<file path="src/design/i2crm_pkg.sv">
// shared types and constants for the i2c register master
`timescale 1ns / 1ps

package i2crm_pkg;

  // one bus tick offered to the master
  typedef struct packed {
    logic [1:0] op;
    logic [7:0] reg_addr;
    logic [7:0] byte_count;
    logic [7:0] write_data;
    logic       sda_in;
  } in_t;

  // bus levels and status produced for one tick
  typedef struct packed {
    logic       scl_out;
    logic       sda_release;
    logic [7:0] read_byte_out;
    logic       read_valid;
    logic       data_request;
    logic       busy_res;
    logic       done_res;
    logic [1:0] status;
  } out_t;

  // configuration register indexes
  localparam logic [1:0] CFG_DEVICE_ADDRESS = 2'd0;
  localparam logic [1:0] CFG_PHASE_TICKS    = 2'd1;

  localparam logic [6:0] DEVICE_ADDRESS_RST = 7'd0;
  localparam logic [7:0] PHASE_TICKS_RST    = 8'd5;

  // tick ops
  localparam logic [1:0] OP_TICK  = 2'd0;
  localparam logic [1:0] OP_WRITE = 2'd1;
  localparam logic [1:0] OP_READ  = 2'd2;
  localparam logic [1:0] OP_DATA  = 2'd3;

  // byte kinds, carried in the shift and ack state codes
  localparam logic [1:0] KIND_ADDR_W = 2'd0;
  localparam logic [1:0] KIND_REG    = 2'd1;
  localparam logic [1:0] KIND_ADDR_R = 2'd2;
  localparam logic [1:0] KIND_DATA   = 2'd3;

  // transaction status
  localparam logic [1:0] STS_OK       = 2'd0;
  localparam logic [1:0] STS_ADDR_NAK = 2'd1;
  localparam logic [1:0] STS_REG_NAK  = 2'd2;
  localparam logic [1:0] STS_DATA_NAK = 2'd3;

endpackage

</file>
<file path="src/design/i2crm_core.sv">
// bus sequencer: state registers and the per-tick next-state and output logic
`timescale 1ns / 1ps

module i2crm_core import i2crm_pkg::*; (
  input  logic       clk_i,
  input  logic       rst_ni,
  input  logic       step_i,
  input  in_t        item_i,
  input  logic [6:0] device_address_i,
  input  logic [7:0] phase_ticks_i,
  output out_t       result_o
);

  localparam logic [4:0] ST_IDLE      = 5'd0;
  localparam logic [4:0] ST_START_A   = 5'd1;
  localparam logic [4:0] ST_START_B   = 5'd2;
  localparam logic [4:0] ST_RS_A      = 5'd3;
  localparam logic [4:0] ST_RS_B      = 5'd4;
  localparam logic [4:0] ST_RS_C      = 5'd5;
  localparam logic [4:0] ST_WAIT      = 5'd6;
  localparam logic [4:0] ST_RD_LOW    = 5'd7;
  localparam logic [4:0] ST_RD_HIGH   = 5'd8;
  localparam logic [4:0] ST_MACK_LOW  = 5'd9;
  localparam logic [4:0] ST_MACK_HIGH = 5'd10;
  localparam logic [4:0] ST_STOP_A    = 5'd11;
  localparam logic [4:0] ST_STOP_B    = 5'd12;
  localparam logic [4:0] ST_STOP_C    = 5'd13;
  localparam logic [4:0] ST_TX_ADDR_W = 5'd16;
  localparam logic [4:0] ST_TX_REG    = 5'd18;
  localparam logic [4:0] ST_TX_ADDR_R = 5'd20;
  localparam logic [4:0] ST_TX_DATA   = 5'd22;

  logic [4:0] state_q, state_d, state_pre;
  logic [7:0] phase_q, phase_d, phase_inc;
  logic [3:0] bit_q, bit_d;
  logic [7:0] shift_q, shift_d;
  logic [7:0] left_q, left_d;
  logic [7:0] regb_q, regb_d;
  logic       is_read_q, is_read_d;
  logic [1:0] status_q, status_d;
  logic [7:0] ticks;
  logic [1:0] kind;

  assign ticks = (phase_ticks_i == 8'd0) ? 8'd1 : phase_ticks_i;

  always_comb begin
    state_d   = state_q;
    phase_d   = phase_q;
    bit_d     = bit_q;
    shift_d   = shift_q;
    left_d    = left_q;
    regb_d    = regb_q;
    is_read_d = is_read_q;
    status_d  = status_q;
    result_o  = '0;
    result_o.scl_out     = 1'b1;
    result_o.sda_release = 1'b1;

    // start of a transaction or arrival of the next write byte
    if (state_q == ST_IDLE && (item_i.op == OP_WRITE || item_i.op == OP_READ)) begin
      regb_d    = item_i.reg_addr;
      left_d    = item_i.byte_count;
      is_read_d = (item_i.op == OP_READ);
      status_d  = STS_OK;
      bit_d     = 4'd0;
      phase_d   = 8'd0;
      state_d   = ST_START_A;
    end else if (state_q == ST_WAIT && item_i.op == OP_DATA) begin
      shift_d = item_i.write_data;
      bit_d   = 4'd0;
      phase_d = 8'd0;
      state_d = ST_TX_DATA;
    end
    state_pre = state_d;
    kind      = state_pre[2:1];

    // bus levels for this tick
    if (state_pre[4] && !state_pre[3]) begin
      result_o.scl_out     = state_pre[0];
      result_o.sda_release = shift_d[7];
    end else if (state_pre[4]) begin
      result_o.scl_out     = state_pre[0];
      result_o.sda_release = 1'b1;
    end else begin
      case (state_pre)
        ST_START_B:   begin result_o.scl_out = 1'b1; result_o.sda_release = 1'b0; end
        ST_RS_A:      begin result_o.scl_out = 1'b0; result_o.sda_release = 1'b1; end
        ST_RS_C:      begin result_o.scl_out = 1'b1; result_o.sda_release = 1'b0; end
        ST_WAIT:      begin result_o.scl_out = 1'b0; result_o.sda_release = 1'b1; end
        ST_RD_LOW:    begin result_o.scl_out = 1'b0; result_o.sda_release = 1'b1; end
        ST_MACK_LOW:  begin
          result_o.scl_out     = 1'b0;
          result_o.sda_release = (left_d == 8'd0);
        end
        ST_MACK_HIGH: begin
          result_o.scl_out     = 1'b1;
          result_o.sda_release = (left_d == 8'd0);
        end
        ST_STOP_A:    begin result_o.scl_out = 1'b0; result_o.sda_release = 1'b0; end
        ST_STOP_B:    begin result_o.scl_out = 1'b1; result_o.sda_release = 1'b0; end
        default:      begin result_o.scl_out = 1'b1; result_o.sda_release = 1'b1; end
      endcase
    end
    result_o.busy_res     = (state_pre != ST_IDLE);
    result_o.data_request = (state_pre == ST_WAIT);

    // phase timer and end-of-phase transition
    phase_inc = phase_d + 8'd1;
    if (state_pre != ST_IDLE && state_pre != ST_WAIT) begin
      phase_d = phase_inc;
      if (phase_inc >= ticks) begin
        phase_d = 8'd0;
        if (state_pre[4] && !state_pre[3]) begin
          if (!state_pre[0]) begin
            state_d = state_pre + 5'd1;
          end else begin
            shift_d = {shift_d[6:0], 1'b0};
            bit_d   = bit_d + 4'd1;
            if (bit_d[3]) begin
              bit_d   = 4'd0;
              state_d = state_pre + 5'd7;   // into the matching ack phase
            end else begin
              state_d = state_pre - 5'd1;
            end
          end
        end else if (state_pre[4]) begin
          if (!state_pre[0]) begin
            state_d = state_pre + 5'd1;
          end else if (item_i.sda_in) begin
            case (kind)
              KIND_ADDR_W: status_d = STS_ADDR_NAK;
              KIND_ADDR_R: status_d = STS_ADDR_NAK;
              KIND_REG:    status_d = STS_REG_NAK;
              default:     status_d = STS_DATA_NAK;
            endcase
            state_d = ST_STOP_A;
          end else begin
            case (kind)
              KIND_ADDR_W: begin
                shift_d = regb_d;
                bit_d   = 4'd0;
                state_d = ST_TX_REG;
              end
              KIND_REG: begin
                if (is_read_d) state_d = ST_RS_A;
                else state_d = (left_d == 8'd0) ? ST_STOP_A : ST_WAIT;
              end
              KIND_ADDR_R: begin
                bit_d   = 4'd0;
                state_d = (left_d == 8'd0) ? ST_STOP_A : ST_RD_LOW;
              end
              default: begin
                left_d  = left_d - 8'd1;
                state_d = (left_d == 8'd0) ? ST_STOP_A : ST_WAIT;
              end
            endcase
          end
        end else begin
          case (state_pre)
            ST_START_A: state_d = ST_START_B;
            ST_START_B: begin
              shift_d = {device_address_i, 1'b0};
              bit_d   = 4'd0;
              state_d = ST_TX_ADDR_W;
            end
            ST_RS_A: state_d = ST_RS_B;
            ST_RS_B: state_d = ST_RS_C;
            ST_RS_C: begin
              shift_d = {device_address_i, 1'b1};
              bit_d   = 4'd0;
              state_d = ST_TX_ADDR_R;
            end
            ST_RD_LOW: state_d = ST_RD_HIGH;
            ST_RD_HIGH: begin
              shift_d = {shift_d[6:0], item_i.sda_in};
              bit_d   = bit_d + 4'd1;
              if (bit_d[3]) begin
                bit_d   = 4'd0;
                left_d  = left_d - 8'd1;
                result_o.read_valid    = 1'b1;
                result_o.read_byte_out = shift_d;
                state_d = ST_MACK_LOW;
              end else begin
                state_d = ST_RD_LOW;
              end
            end
            ST_MACK_LOW:  state_d = ST_MACK_HIGH;
            ST_MACK_HIGH: state_d = (left_d == 8'd0) ? ST_STOP_A : ST_RD_LOW;
            ST_STOP_A:    state_d = ST_STOP_B;
            ST_STOP_B:    state_d = ST_STOP_C;
            ST_STOP_C: begin
              state_d = ST_IDLE;
              result_o.done_res = 1'b1;
            end
            default: state_d = ST_IDLE;
          endcase
        end
      end
    end
    result_o.status = status_d;
  end

  always_ff @(posedge clk_i or negedge rst_ni) begin
    if (!rst_ni) begin
      state_q   <= ST_IDLE;
      phase_q   <= 8'd0;
      bit_q     <= 4'd0;
      shift_q   <= 8'd0;
      left_q    <= 8'd0;
      regb_q    <= 8'd0;
      is_read_q <= 1'b0;
      status_q  <= STS_OK;
    end else if (step_i) begin
      state_q   <= state_d;
      phase_q   <= phase_d;
      bit_q     <= bit_d;
      shift_q   <= shift_d;
      left_q    <= left_d;
      regb_q    <= regb_d;
      is_read_q <= is_read_d;
      status_q  <= status_d;
    end
  end

endmodule

</file>
<file path="src/design/i2c_register_master_top.sv">
// top level: tick channel, configuration registers and result register
`timescale 1ns / 1ps

// Tick-driven I2C master for register writes and register reads.
// Each transfer on the in channel is one bus tick: an op (idle tick, begin
// write, begin read, supply write byte) together with the sampled SDA level.
// Each tick yields exactly one result on the out channel: SCL level, SDA
// release, a received byte with its valid flag, data request, busy, done
// and the status of the last transaction.
// The result of a tick sits in the output register the cycle after its
// transfer. Throughput is one tick per cycle while the receiver takes results;
// the sequencer state and the output register update on the same edge.
// When the receiver stalls, the pending result holds and in_ready_o drops
// until it is taken, so no tick is lost or repeated.
// The cfg channel is always ready: index 0 sets the 7-bit device address,
// index 1 the ticks per bus phase (0 acts as 1); other indexes are dropped.
// Reset returns the bus to idle (SCL and SDA released), clears status, sets
// device address 0 and 5 ticks per phase, and empties the output register.
module i2c_register_master_top import i2crm_pkg::*; (
  input  logic       clk_i,
  input  logic       rst_ni,
  input  logic       in_valid_i,
  output logic       in_ready_o,
  input  in_t        in_data_i,
  output logic       out_valid_o,
  input  logic       out_ready_i,
  output out_t       out_data_o,
  input  logic       cfg_valid_i,
  output logic       cfg_ready_o,
  input  logic [1:0] cfg_index_i,
  input  logic [7:0] cfg_data_i
);

  logic [6:0] dev_addr_q;
  logic [7:0] phase_ticks_q;
  logic       out_valid_q;
  out_t       out_data_q;
  out_t       result;
  logic       step;

  assign cfg_ready_o = 1'b1;
  assign in_ready_o  = !out_valid_q || out_ready_i;
  assign step        = in_valid_i && in_ready_o;

  i2crm_core u_core (
    .clk_i            (clk_i),
    .rst_ni           (rst_ni),
    .step_i           (step),
    .item_i           (in_data_i),
    .device_address_i (dev_addr_q),
    .phase_ticks_i    (phase_ticks_q),
    .result_o         (result)
  );

  always_ff @(posedge clk_i or negedge rst_ni) begin
    if (!rst_ni) begin
      dev_addr_q    <= DEVICE_ADDRESS_RST;
      phase_ticks_q <= PHASE_TICKS_RST;
    end else if (cfg_valid_i && cfg_ready_o) begin
      case (cfg_index_i)
        CFG_DEVICE_ADDRESS: dev_addr_q    <= cfg_data_i[6:0];
        CFG_PHASE_TICKS:    phase_ticks_q <= cfg_data_i;
        default:            ;
      endcase
    end
  end

  always_ff @(posedge clk_i or negedge rst_ni) begin
    if (!rst_ni) begin
      out_valid_q <= 1'b0;
    end else if (in_ready_o) begin
      out_valid_q <= in_valid_i;
    end
  end

  always_ff @(posedge clk_i) begin
    if (step) begin
      out_data_q <= result;
    end
  end

  assign out_valid_o = out_valid_q;
  assign out_data_o  = out_data_q;

endmodule

</file>
<file path="config.mk">
export PLATFORM = sky130hd
export DESIGN_NAME = i2c_register_master_top
export DESIGN_NICKNAME = d
export VERILOG_FILES = /design/src/design/i2crm_pkg.sv /design/src/design/i2crm_core.sv /design/src/design/i2c_register_master_top.sv
export SDC_FILE = /design/constraint.sdc
export NUM_CORES = 1
export LEC_CHECK = 0
export BUFFER_PORTS_ARGS = -buffer_cell sky130_fd_sc_hd__buf_2
export CORE_UTILIZATION = 40
export DETAILED_ROUTE_END_ITERATION = 10
export PLACE_DENSITY = 0.64
export SYNTH_ARGS = -nofsm -noshare
export SYNTH_HDL_FRONTEND = slang
export SYNTH_SLANG_ARGS = --single-unit
</file>
<file path="constraint.sdc">
create_clock -name clk_i -period 5.35 [get_ports clk_i]
set_input_delay 0.8025 -clock clk_i [delete_from_list [all_inputs] [get_ports clk_i]]
set_output_delay 0.8025 -clock clk_i [all_outputs]
set_load 0.02 [all_outputs]
</file>
# Word level (Yosys, flattened, before mapping)
# Cells that the tools add are included.
# totals
elab_cells,147
ff_bits,76
# classes
n_eq_ne,21
addsub,6
n_lt_le_gt_ge,1
reduce_logical,26
n_mux,70
bitwise_logic,4
# ops
cell,count
8-bit 2-to-1 mux,26
4-bit 2-to-1 mux,14
5-bit 2-to-1 mux,11
5-bit case mux with 11 select lines,1
5-bit by 4-bit == test with 1-bit output (second input constant),6
5-bit by 3-bit == test with 1-bit output (second input constant),5
8-bit logical NOT,3
8-bit case mux with 3 select lines,1
2-bit 2-to-1 mux,9
5-bit case mux with 3 select lines,1
5-bit by 2-bit == test with 1-bit output (second input constant),2
2-bit case mux with 5 select lines,1
3-bit OR reduction,3
8-bit by 1-bit adder with 8-bit output (second input constant),1
8-bit >= comparator,1
4-bit case mux with 2 select lines,1
8-bit by 1-bit subtractor with 8-bit output (second input constant),1
2-bit by 1-bit == test with 1-bit output (second input constant),3
2-bit == test (second input constant),3
6-bit OR reduction,1
5-bit by 1-bit adder with 5-bit output (second input constant),1
5-bit by 3-bit adder with 5-bit output (second input constant),1
5-bit by 1-bit == test with 1-bit output (second input constant),1
1-bit logical AND,5
other kinds (16),26

# Longest topological paths before layout
# depth
word_depth,14
depth_mapped,21

# Modules after synthesis
# From an unflattened synthesis, not the netlist that was laid out.
# unflattened
hier_cells,584
hier_area_um2,5243.8
# by_module_without_submodules
mod,n_inst,cells_per_inst,seq_area_each_um2,area_each_um2
i2crm_core,1,530,1101.1,4131.5
i2c_register_master_top,1,54,883.3,1112.3

# Worst setup path after synthesis
# Ideal clock, no wire load.
# synth_timing
path_kind,input to register
startpoint,input in_data_i[25] (netlist bit)
endpoint,"register out_data_q, in the netlist out_data_o[12], data pin"
t_arrival_ns,4.252
path_stages,20
slack_ns,0.833
path_buffers,3
cell_sequence,inv_1 ha_1 nor3_2 nand2_2 buf_4 buf_6 clkbuf_1 and3_1 ha_1 nand3_1 or3_1 nand3_1 o21ai_0 ha_1 a2111o_1 a31oi_1 o21a_1 nor2_1 nand3_1 nor2_1
# synth_via
elab_chain_cells,8
# synth_rtl
item,line_no,text
start: declaration,i2c_register_master_top.sv:24,"input in_t in_data_i,"
"2-bit == test, or another cell as far along",i2crm_core.sv:68,end else if (state_q == ST_WAIT && item_i.op == OP_DATA) begin
1-bit logical AND or 1-bit logical OR (tied branches),"i2crm_core.sv:68, i2crm_core.sv:60",
"8-bit 2-to-1 mux, or another cell as far along",i2crm_core.sv:68,
8-bit 2-to-1 mux or 5-bit 2-to-1 mux (tied branches),i2crm_core.sv:60,if (state_q == ST_IDLE && (item_i.op == OP_WRITE || item_i.op == OP_READ)) begin
"8-bit by 1-bit adder with 8-bit output, or another cell as far along",i2crm_core.sv:108,phase_inc = phase_d + 8'd1;
8-bit >= comparator or 1-bit logical AND (tied branches),"i2crm_core.sv:111, i2crm_core.sv:109",
1-bit inverter (no line),n/a,
6-bit OR reduction (no line),n/a,
end signal: assignment,i2c_register_master_top.sv:78,out_data_q <= result;
end: declaration,i2c_register_master_top.sv:37,out_t out_data_q;
# Parallel ways exist; a longest one is shown, timed or not.
# A chain may end at the register's enable or synchronous reset.

# Worst setup path in the final report
# layout_timing
startpoint,input in_data_i[25] (netlist bit)
endpoint,register u_core.left_q[3]
# layout_via
elab_chain_cells,13
# layout_rtl
item,line_no,text
branches (longest 12 deep; another with 8-bit by 1-bit adder with 8-bit output),n/a,
8-bit 2-to-1 mux *,i2crm_core.sv:109,if (state_pre != ST_IDLE && state_pre != ST_WAIT) begin
end signal: assignment,i2crm_core.sv:218,left_q <= left_d;
end: declaration,i2crm_core.sv:37,"logic [7:0] left_q, left_d;"
# Mark *: on every way between the ends.

==> metrics.log <==
INFO  metric outcome = completed
INFO  metric ys_seq_area_frac = 0.375
INFO  metric setup_viol = 0
INFO  metric place_worst_setup_slack = 0.558 ns
INFO  metric final_hold_viol_count = 0
INFO  metric worst_skew_pair.late_latency = 0.35 ns
INFO  metric tritoncts = built
INFO  metric n_fill_cell = 1,231
INFO  metric syn_area = 0.00530 sq mm
INFO  metric start_util = 0.415
INFO  metric timing.final.crit_share = 0.840
INFO  metric worst_slew_margin_rel = 0.318
INFO  metric setup_slack = 0.854 ns
INFO  metric area_occupied_by_registers = 0.00198 sq mm
INFO  metric worstPathArrival = 4.73 ns
INFO  metric timing.fmax = 0.222 GHz
INFO  metric portBuffers = 59
INFO  metric cts.path.max_buffers = 2
INFO  metric detail_route.wirelength = 15,300 microns
INFO  metric dpl_cell_area = 0.00569 sq mm
INFO  metric drv_slew = 0
INFO  metric worst_setup_hold_path_clk_slew = 0.06 ns
INFO  metric postSynthAreaPerCell = 9.56 sq um
INFO  metric wl_per_cell = 19.7 microns
INFO  metric pin_count_of_the_biggest_net_entering_global_routing = 61
INFO  metric globalplace.congestion = 0.931
INFO  metric synth_seq_cells = 76
INFO  metric worstSetupStartpoint = in_data_i[25]
INFO  metric layout-drive-gt1-share = 0.224
INFO  metric clock_sink_count = 76
INFO  metric synth_cell_type_count = 86
INFO  metric nets = 661
INFO  metric post-dp-hpwl = 10,800 microns
INFO  metric core_area = 0.0128 sq mm
INFO  metric vias_in_the_first_global_route = 4,707
INFO  metric yosys_warnings = 0
INFO  metric dieWidth = 117 microns
INFO  metric num_rows = 41
INFO  metric numCtsBuffers = 9
INFO  metric top_fanout_value_on_the_critical_path = 13
INFO  metric first_pass_iters = 7
INFO  metric crit_path_start_kind = input pin
INFO  metric number_of_antenna_violations_at_the_first_check_in_global_routing = 0
INFO  metric worst_setup_path_endpoint = u_core.left_q[3]
INFO  metric num_io_pins = 61
INFO  metric vias = 4,810
INFO  metric drc_errors = 0
INFO  metric synth_edf_count = 16
INFO  metric powerDensity = 485 mW/mm^2
INFO  metric ys.flop_type = sky130_fd_sc_hd__dfrtp_1
INFO  metric period_minus_slack = 4.50 ns
INFO  metric timing_worst_slew_pin_value = 1.02 ns
INFO  metric required_time_at_the_endpoint_of_the_critical_path = 5.58 ns
INFO  metric postCtsSetupBuffers = 0
INFO  metric grt_util_all_layers = 0.236
INFO  metric maximum_vdd_drop = 0.205 mV
INFO  metric design_area = 0.00597 sq mm
INFO  metric timing.critical_path.cells = buf_2, ha_1, nand3b_4, or3_1, and3_1, ha_1, nand3_1, or3_1, nand3_1, o21ai_0, ha_1, nand3_1, o21ai_0, nand2_1, o31a_1, a221o_1
INFO  metric critPathSlowestCell = sky130_fd_sc_hd__o21ai_0
INFO  metric drv_cap = 0
INFO  metric synth_nets = 614
INFO  metric number_of_inserted_diodes = 0
INFO  metric area_growth_syn_to_fin = 12.8%
INFO  metric cts-resized-gates = 0
INFO  metric clock_skew = 0.00880 ns
INFO  metric postSynth.asyncResetShare = 0.789
INFO  metric fp.dieH = 117 microns
INFO  metric timing.reg2reg.setup_slack = 0.88 ns
INFO  metric die-area = 0.0137 sq mm
INFO  metric multi_input_comb_area = 0.00304 sq mm
INFO  metric post_cts_hold_buffer_count = 0
INFO  metric critical_path_class = input pin to flop
INFO  metric antenna_viol_nets_final = 0
INFO  metric timing.critical_path.to_type = flop
INFO  metric r2r_end = u_core.left_q[3]
INFO  metric synthCells = 554
INFO  metric r2r-start = u_core.state_q[4]
INFO  metric critical-path-max-stage-delay = 0.49 ns
INFO  metric p_leak = 0.00257 uW
INFO  metric detail_route.iter0.violations = 503
INFO  metric grt_pass1_wl = 24,400 microns
INFO  metric vias_per_cell = 6.18
INFO  metric cts_max_level = 3
INFO  metric r2r_cells = 13
INFO  metric ctsRootBufferMaster = sky130_fd_sc_hd__clkbuf_16
INFO  metric holdCritPathClass = flop to flop
INFO  metric grt_setup_unrepaired = no
INFO  metric globalRoute.totalOverflow = 0
INFO  metric tns = 0 ns
[stage by stage]
step / hold WS [ns] / std cells / util / total power (uW)
final: 0.495 / 778 / 0.468 / 2890
after global placement: 0.475 / 762 / 0.446 / 2250
after CTS: 0.496 / 778 / 0.468 / 2880
after detailed placement: 0.484 / 762 / 0.446 / 2270
after global routing: 0.514 / 778 / 0.468 / 3080
after floorplan: 0.463 / 554 / - / 1920
[critical path, delay by kind of cell]
kind	cells	cell delay, ns
AND/OR/NAND/NOR	8	1.79
buffers and inverters	1	0.10
AO/OA/AOI/OAI	4	1.21
adder cells (fa/ha/maj)	3	0.80
[sequential cells by signal, indices dropped and copies added (netlist names)]
name / count
u_core.phase_q: 8
out_valid_o: 1
out_data_o: 16
u_core.is_read_q: 1
u_core.state_q: 5
u_core.bit_q: 4
u_core.status_q: 2
u_core.left_q: 8
u_core.regb_q: 8
dev_addr_q: 7
u_core.shift_q: 8
phase_ticks_q: 8
[power by group]
part	switching (uW)	internal, uW	total (uW)
Clock	249	341	590
Combinational	907	546	1450
Sequential	116	736	852
Total	1270	1620	2890
[cell usage in the layout, fill, tap and decap left out, drive strengths merged, types with 8 or more instances in the layout]
master  Yosys  final
buf        22     70
nand2b     10     10
ha         18     18
a21oi      11     11
edfxtp     16     16
and3       10     10
a221o       8      8
inv        20     21
mux2i      25     25
nand2      47     47
a31oi      11     11
clkbuf     12     12
nor4       10     10
nor3       23     23
nor2       41     41
dfrtp      58     58
nand3      17     17
mux2       31     31
o21ai      35     35
o211ai      8      8
[layer usage]
layer	GRT usage	vias to the layer above	wire length (microns)
li1	-	2205	-
met1	0.307	2343	6510
met2	0.383	232	7300
met3	0.0546	30	1180
met4	0.0886	0	327
met5	0	-	0
[kinds of logic (layout without fill, tap and decap cells)]
family                   Yosys count  in the layout  synth area share
adder cells (fa/ha/maj)           18             18            0.0425
AO/OA/AOI/OAI                    148            148             0.208
XOR/XNOR                           8              8            0.0132
multiplexers                      56             56             0.114
AND/OR/NAND/NOR                  192            192             0.195
other                              1              1          0.000708
flip-flops                        76             76             0.375
buffers and inverters             55            107            0.0524
[worst min-delay path by stage]
stage | from | endpoint | slack (ns) | depth (start not counted)
final | u_core.status_q[0] | u_core.status_q[0] | 0.50 | 1
after CTS | u_core.status_q[0] | u_core.status_q[0] | 0.50 | 1
after global placement | u_core.status_q[0] | u_core.status_q[0] | 0.47 | 1
after floorplan | u_core.shift_q[0] | u_core.shift_q[0] | 0.46 | 2
after detailed placement | u_core.status_q[0] | u_core.status_q[0] | 0.48 | 1
after global routing | u_core.regb_q[3] | u_core.regb_q[3] | 0.51 | 1
[area by class of cell]
class | instances | share of cell area
clock buffer | 12 | 0.0432
clock inverter | 4 | 0.00398
inverter | 21 | 0.0132
multi-input combinational | 423 | 0.508
sequential | 76 | 0.332
tap | 172 | 0.0360
timing repair buffer | 70 | 0.0633
[synth_stat cells (4+ instances only)]
| cell | n | area, sq um |
|---|---|---|
| sky130_fd_sc_hd__a31oi_1 | 11 | 68.8 |
| sky130_fd_sc_hd__a21o_1 | 6 | 45.0 |
| sky130_fd_sc_hd__o221ai_1 | 6 | 52.6 |
| sky130_fd_sc_hd__edfxtp_1 | 16 | 480 |
| sky130_fd_sc_hd__o211ai_1 | 8 | 60.1 |
| sky130_fd_sc_hd__or3_1 | 7 | 43.8 |
| sky130_fd_sc_hd__a221o_1 | 8 | 80.1 |
| sky130_fd_sc_hd__o31ai_1 | 4 | 30.0 |
| sky130_fd_sc_hd__buf_2 | 11 | 55.1 |
| sky130_fd_sc_hd__nor3_1 | 19 | 95.1 |
| sky130_fd_sc_hd__clkbuf_1 | 11 | 41.3 |
| sky130_fd_sc_hd__ha_1 | 18 | 225 |
| sky130_fd_sc_hd__nand3b_1 | 4 | 30.0 |
| sky130_fd_sc_hd__a211oi_1 | 6 | 45.0 |
| sky130_fd_sc_hd__nand3_1 | 17 | 85.1 |
| sky130_fd_sc_hd__nand2b_1 | 10 | 62.6 |
| sky130_fd_sc_hd__nor4_1 | 8 | 50.1 |
| sky130_fd_sc_hd__mux2i_1 | 24 | 240 |
| sky130_fd_sc_hd__a22oi_1 | 4 | 30.0 |
| sky130_fd_sc_hd__a21oi_1 | 11 | 55.1 |
| sky130_fd_sc_hd__o21ai_0 | 30 | 150 |
| sky130_fd_sc_hd__mux2_2 | 29 | 327 |
| sky130_fd_sc_hd__a22o_1 | 5 | 43.8 |
| sky130_fd_sc_hd__buf_6 | 6 | 67.6 |
| sky130_fd_sc_hd__o22ai_1 | 7 | 43.8 |
| sky130_fd_sc_hd__nand2_1 | 45 | 169 |
| sky130_fd_sc_hd__and3_1 | 10 | 62.6 |
| sky130_fd_sc_hd__o21a_1 | 4 | 30.0 |
| sky130_fd_sc_hd__dfrtp_1 | 58 | 1450 |
| sky130_fd_sc_hd__inv_1 | 18 | 67.6 |
| sky130_fd_sc_hd__xnor2_1 | 6 | 52.6 |
| sky130_fd_sc_hd__nor2_1 | 41 | 154 |
(Power assumes the default switching activity.)
